**src/hdl/gasa_pkg.sv**
```systemverilog
// Shared types, codes and constants for the glyph atlas shelf allocator.
`timescale 1ns / 1ps

package gasa_pkg;

  localparam int TABLE_ENTRIES_DEF = 256;
  localparam logic [7:0] TEXEL_MAX = 8'd255;

  typedef enum logic [1:0] {
    REQ_INSERT = 2'd0,
    REQ_BLANK  = 2'd1,
    REQ_LOOKUP = 2'd2,
    REQ_CLEAR  = 2'd3
  } req_type_t;

  typedef enum logic [2:0] {
    ST_OK        = 3'd0,
    ST_TOO_LARGE = 3'd1,
    ST_FULL      = 3'd2,
    ST_DUPLICATE = 3'd3,
    ST_NOT_FOUND = 3'd4,
    ST_RANGE     = 3'd5
  } status_t;

  typedef struct packed {
    logic [7:0]  s;
    logic [7:0]  t;
    logic [7:0]  layer;
    logic [7:0]  w;
    logic [7:0]  h;
    logic [15:0] bx;
    logic [15:0] by;
  } entry_t;

  // Table write from the packer; the write always marks the code present.
  typedef struct packed {
    logic   en;
    entry_t entry;
  } tbl_wr_t;

  // Request held in the work stage, minus its table address.
  typedef struct packed {
    req_type_t   req_type;
    logic        in_range;
    logic [15:0] rect_width;
    logic [15:0] rect_height;
    logic [15:0] offset_x;
    logic [15:0] offset_y;
  } pk_req_t;

  typedef struct packed {
    status_t    status;
    entry_t     entry;
    logic [7:0] current_layer;
  } pk_rsp_t;

endpackage

```
**src/hdl/gasa_packer.sv**
```systemverilog
// Shelf packing cursor state and the per-request decision logic.
`timescale 1ns / 1ps

module gasa_packer (
  input  logic              clk,
  input  logic              rst,
  input  logic              fire,
  input  gasa_pkg::pk_req_t req,
  input  logic              present,
  input  gasa_pkg::entry_t  stored,
  input  logic [7:0]        layer_count,
  output gasa_pkg::pk_rsp_t rsp,
  output gasa_pkg::tbl_wr_t wr
);

  logic [7:0] cursor_x, cursor_x_next;
  logic [8:0] cursor_y, cursor_y_next;
  logic [7:0] row_height, row_height_next;
  logic [7:0] fill_layer, fill_layer_next;

  always_comb begin
    logic             too_large;
    logic [7:0]       w8, h8;
    logic [8:0]       x_sum;
    logic [9:0]       y_sum;
    logic [8:0]       layer_inc;
    logic             wrap, overflow, no_room;
    logic [7:0]       cx1, rh1;
    logic [8:0]       cy1;
    logic [7:0]       cx2, rh2, fl2;
    logic [8:0]       cy2;
    gasa_pkg::entry_t placed;

    w8        = req.rect_width[7:0];
    h8        = req.rect_height[7:0];
    too_large = (|req.rect_width[15:8]) || (|req.rect_height[15:8]);

    // Row wrap first; it sticks even when the insert then finds no room.
    x_sum = {1'b0, cursor_x} + {1'b0, w8};
    wrap  = x_sum > {1'b0, gasa_pkg::TEXEL_MAX};
    cx1   = wrap ? 8'd0 : cursor_x;
    cy1   = wrap ? (cursor_y + {1'b0, row_height}) : cursor_y;
    rh1   = wrap ? 8'd0 : row_height;

    y_sum     = {1'b0, cy1} + {2'b0, h8};
    overflow  = y_sum > {2'b0, gasa_pkg::TEXEL_MAX};
    layer_inc = {1'b0, fill_layer} + 9'd1;
    no_room   = layer_inc >= {1'b0, layer_count};

    cx2 = overflow ? 8'd0 : cx1;
    cy2 = overflow ? 9'd0 : cy1;
    rh2 = overflow ? 8'd0 : rh1;
    fl2 = overflow ? layer_inc[7:0] : fill_layer;

    placed.s     = cx2;
    placed.t     = cy2[7:0];
    placed.layer = fl2;
    placed.w     = w8;
    placed.h     = h8;
    placed.bx    = req.offset_x;
    placed.by    = req.offset_y;

    cursor_x_next   = cursor_x;
    cursor_y_next   = cursor_y;
    row_height_next = row_height;
    fill_layer_next = fill_layer;
    rsp.status      = gasa_pkg::ST_OK;
    rsp.entry       = '0;
    wr.en           = 1'b0;
    wr.entry        = '0;

    if (req.req_type == gasa_pkg::REQ_CLEAR) begin
      cursor_x_next   = 8'd0;
      cursor_y_next   = 9'd0;
      row_height_next = 8'd0;
      fill_layer_next = 8'd0;
    end else if (!req.in_range) begin
      rsp.status = gasa_pkg::ST_RANGE;
    end else begin
      case (req.req_type)
        gasa_pkg::REQ_LOOKUP: begin
          if (present) begin
            rsp.entry = stored;
          end else begin
            rsp.status = gasa_pkg::ST_NOT_FOUND;
          end
        end
        gasa_pkg::REQ_BLANK: begin
          wr.en = 1'b1;
        end
        gasa_pkg::REQ_INSERT: begin
          if (too_large) begin
            rsp.status = gasa_pkg::ST_TOO_LARGE;
          end else if (overflow && no_room) begin
            cursor_x_next   = cx1;
            cursor_y_next   = cy1;
            row_height_next = rh1;
            rsp.status      = gasa_pkg::ST_FULL;
          end else begin
            cursor_x_next   = cx2 + w8;
            cursor_y_next   = cy2;
            row_height_next = (h8 > rh2) ? h8 : rh2;
            fill_layer_next = fl2;
            // Duplicate still moves the cursor but keeps the old entry.
            if (present) begin
              rsp.status = gasa_pkg::ST_DUPLICATE;
            end else begin
              rsp.entry = placed;
              wr.en     = 1'b1;
              wr.entry  = placed;
            end
          end
        end
        default: begin
          rsp.status = gasa_pkg::ST_OK;
        end
      endcase
    end

    rsp.current_layer = fill_layer_next;
  end

  always_ff @(posedge clk) begin
    if (rst) begin
      cursor_x   <= 8'd0;
      cursor_y   <= 9'd0;
      row_height <= 8'd0;
      fill_layer <= 8'd0;
    end else if (fire) begin
      cursor_x   <= cursor_x_next;
      cursor_y   <= cursor_y_next;
      row_height <= row_height_next;
      fill_layer <= fill_layer_next;
    end
  end

endmodule

```
**config.mk**
```make
export PLATFORM = sky130hd
export DESIGN_NAME = gasa_packer
export DESIGN_NICKNAME = d
export VERILOG_FILES = /design/src/hdl/gasa_pkg.sv /design/src/hdl/gasa_packer.sv
export SDC_FILE = /design/constraint.sdc
export NUM_CORES = 1
export LEC_CHECK = 0
export BUFFER_PORTS_ARGS = -buffer_cell sky130_fd_sc_hd__buf_2
export CAP_MARGIN = 20
export CORE_AREA = 2 2 121 123
export CTS_CLUSTER_DIAMETER = 60
export CTS_CLUSTER_SIZE = 14
export DETAILED_ROUTE_END_ITERATION = 12
export DIE_AREA = 0 0 123 125
export GPL_ROUTABILITY_DRIVEN = 0
export HOLD_SLACK_MARGIN = 0.15
export PLACE_DENSITY = 0.76
export SYNTH_ARGS = -nofsm -noshare
export SYNTH_HDL_FRONTEND = slang
export SYNTH_SLANG_ARGS = --single-unit
```
**constraint.sdc**
```tcl
create_clock -name clk -period 10.9 [get_ports clk]
set_input_delay 2.18 -clock clk [delete_from_list [all_inputs] [get_ports clk]]
set_output_delay 2.18 -clock clk [all_outputs]
set_load 0.005 [all_outputs]
```
==> results by group <==
Synth
  – Number of synthesis warnings: 0
  – Register area share after synthesis: 0.1349
  – Largest cells by area after synthesis: dfxtp_1 (13%), ha_1 (13%), a22oi_1 (8.6%), nor2_1 (8.0%), and3_1 (7.2%)
  – Asr flop ratio synth: 0
  – Commonest cells in the netlist: nor2_1 (104), a22oi_1 (56), and3_1 (56), ha_1 (51), nand2_1 (40)
  – Netlist cell types: about 70
  – Synth Cell Area: between 0.004 and 0.005 sq mm
  – Synth Flop Type: dfxtp_1
  – Synthesized instance count: 680
  – Synth top area share: 0.1349
  – Number of enable flip-flop cells after synthesis: 0
  – Dominant cell type by area after synthesis: dfxtp_1
  – Mapped Avg Cell Area: ~7 sq um
  – Post-synthesis net count: about 890
  – Register bit total from synthesis: 33
  – Count leader, synth: nor2_1

GRT
  – GRT Total Usage: 0.2465
  – Initial antenna violation count: 2
  – Total grt overflow: 0
  – Vias in the first global route: about 5700
  – Largest net degree at the start of global routing: between 90 and 100
  – First-pass GRT wire length: around 30000 um

Critical path
  – Arrival @ worst endpoint: a little over 7000 ps
  – R2R depth: 25
  – Worst path required time: 8720 ps
  – CP endpoint kind: output pin
  – CP Class: in -> out
  – Startpoint Class: input pin
  – CP Cell Sequence: buf_2, ha_1, or4_1, o22ai_2, buf_4, nor2_1, a21oi_1, inv_1, ha_1, a211oi_2, nand4_1, nor3_2, or4b_4, o211a_4, a21oi_4, buf_4, a22oi_1, nor2_1, buf_2
  – Capture point of the worst reg-to-reg path: row_height[5]
  – CP max stage delay: 620 ps
  – Critical-path top delay cell: buf_4
  – R2r setup slk: between 4000 and 5000 ps
  – CP top delay family: simple AND/OR/NAND/NOR gates
  – Buf+Inv Stages, Crit Path: 5
  – Critical R2R Launch: cursor_x[5]
  – Critical path fanouts, max: between 90 and 100

Timing
  – Fmax: roughly 0.11 GHz
  – Post-layout min period: 9430 ps
  – Fin worst setup slack: 1470 ps
  – # setup viols final: 0
  – Clock Skew: ~4.7 ps
  – Tcrit/Tclk final: 0.8651
  – Max transition margin: 0.3243
  – Setup TNS: 0 ps
  – RSZ-0062 raised after global routing: false
  – Least-Margin Pin Slew: 1014 ps
  – Slew Limit Fails: 0
  – Final Hold Vio Count: 0

Cells and area
  – Area Growth Syn to Fin: 34.95%
  – Share of cells above drive strength 1: 0.3664
  – # nets final: ~1200

CTS
  – Clock Path Buffers: 2
  – Clk sinks: 33
  – Num CTS Buffers: 5
  – Htree depth: 2
  – CTS tree: yes
  – Clock-pin slew on the worst setup and hold paths: roughly 60 ps
  – Post_cts resized: 0
  – Worst-Skew Late Latency: ~280 ps
  – Hold buffers post-CTS: 0
  – Post-CTS setup buffer count: 0
  – Root buffer cell: clkbuf_16

Placed design
  – DPL Wire Length: 15420 um
  – Pre-CTS WS: 1520 ps
  – Buffers on Ports: 306

Pwr
  – Lkg Pwr: ~3.6 nW
  – Max VDD drop: about 0.000051 V
  – Pwr dens: 53.67 mW/mm^2

Routing
  – Vias: around 6200
  – Routed length per instance: 17.30 um
  – Final antenna-violating net count: 0
  – Final WL: between 15000 and 20000 um
  – Via density: 5.436
  – DRC: 0
  – Starting DRT DRC Count: 443
  – DR pass1 iterations: 5

Hold path
  – WHS Endpoint: row_height[0]
  – Worst Hold Path Cells: 1
  – HP Class: reg -> reg
  – Worst hold start: row_height[0]

Outcome
  – Status: finished clean

Die
  – Cell row count: 44
  – # IOs: 307
  – Core Footprint: 0.01420 sq mm
  – Die area: 0.01538 sq mm
  – Die extent in x: 123 um
  – Initial core utilization: 0.3448
  – Die height: 125 um

Flow run
  – # Max-Cap Violations: 0
## metal layers
metal / share of wire / wire length [um] / up-vias / global-route usage
met3: 0.061 / 1196 / 36 / 0.03878
li1: - / - / 3015 / -
met1: 0.43 / 8514 / 2847 / 0.3171
met4: 0.025 / 483 / 0 / 0.07019
met5: 0 / 0 / - / 0
met2: 0.48 / 9395 / 256 / 0.4222
## flip-flops by register name, indices dropped and copies added, names as in the netlist
signal / count
cursor_y: 9
cursor_x: 8
fill_layer: 8
row_height: 8
## power breakdown
| group | switching [mW] | internal [mW] |
|---|---|---|
| registers | 0.000143 | 0.121 |
| clock network | 0.0561 | 0.0968 |
| logic | 0.0461 | 0.0348 |
## metrics by stage
step	instances	area (sq um)	power [mW]	hold WS, ps	util
2_1_floorplan	680	4897	0.1574	457.7	-
3_3_place_gp	1123	6449	0.2033	496.4	0.4540
3_5_place_dp	1123	6449	0.2037	505.0	0.4540
4_1_cts	1131	6606	0.3549	515.4	0.4651
5_1_grt	1132	6609	0.3693	547.1	0.4653
6_report	1132	6609	0.3547	512.6	0.4653
## cell families after synthesis
| family | Yosys count | synth area share |
|---|---|---|
| AOI/OAI and AO/OA | 203 | 0.2979 |
| muxes | 4 | 0.008687 |
| buffers and inverters | 78 | 0.07460 |
| adders and majority gates | 55 | 0.1467 |
| DFF | 33 | 0.1349 |
| and+or+nand+nor | 280 | 0.2890 |
| xor gates and xnor gates | 27 | 0.04829 |
## worst max path at each step
| stage | start | endpoint | cells past startpoint |
|---|---|---|---|
| 5_1_grt | req[52] | rsp[50] | 19 |
| 4_1_cts | req[53] | rsp[11] | 19 |
| 6_report | req[53] | rsp[47] | 19 |
| 3_5_place_dp | req[53] | rsp[11] | 19 |
| 2_1_floorplan | req[53] | rsp[62] | 19 |
| 3_3_place_gp | req[53] | rsp[47] | 19 |
## placed cells by master, fill, tap and decap left out, drive strengths merged, types with 6 or more instances in the layout
cell    synthesis  final
a22o           21     21
o21ai          31     31
nand2b          6      6
dfxtp          33     33
inv            27     27
or4             7      7
nor2b          10     10
ha             51     51
or3            10     10
xnor2          14     14
nor2          104    104
nor3           11     11
xor2           13     13
a211oi          7      7
a21oi          38     38
a22oi          56     56
nand3          12     12
nand2          40     40
and3           56     56
and2           10     10
clkbuf         39      7
a21o           19     19
buf            11    310
## final cells by class
| class | instances | area (sq um) |
|---|---|---|
| Sequential cell | 33 | 660.6 |
| Tap cell | 184 | 230.2 |
| Clock buffer | 7 | 152.6 |
| Multi-Input combinational cell | 569 | 3895 |
| Antenna cell | 1 | 2.502 |
| Inverter | 27 | 101.3 |
| Clock inverter | 1 | 5.005 |
| Fill cell | 1485 | 7595 |
| Timing Repair Buffer | 310 | 1562 |
No activity file was read; power rests on OpenSTA's default activity.
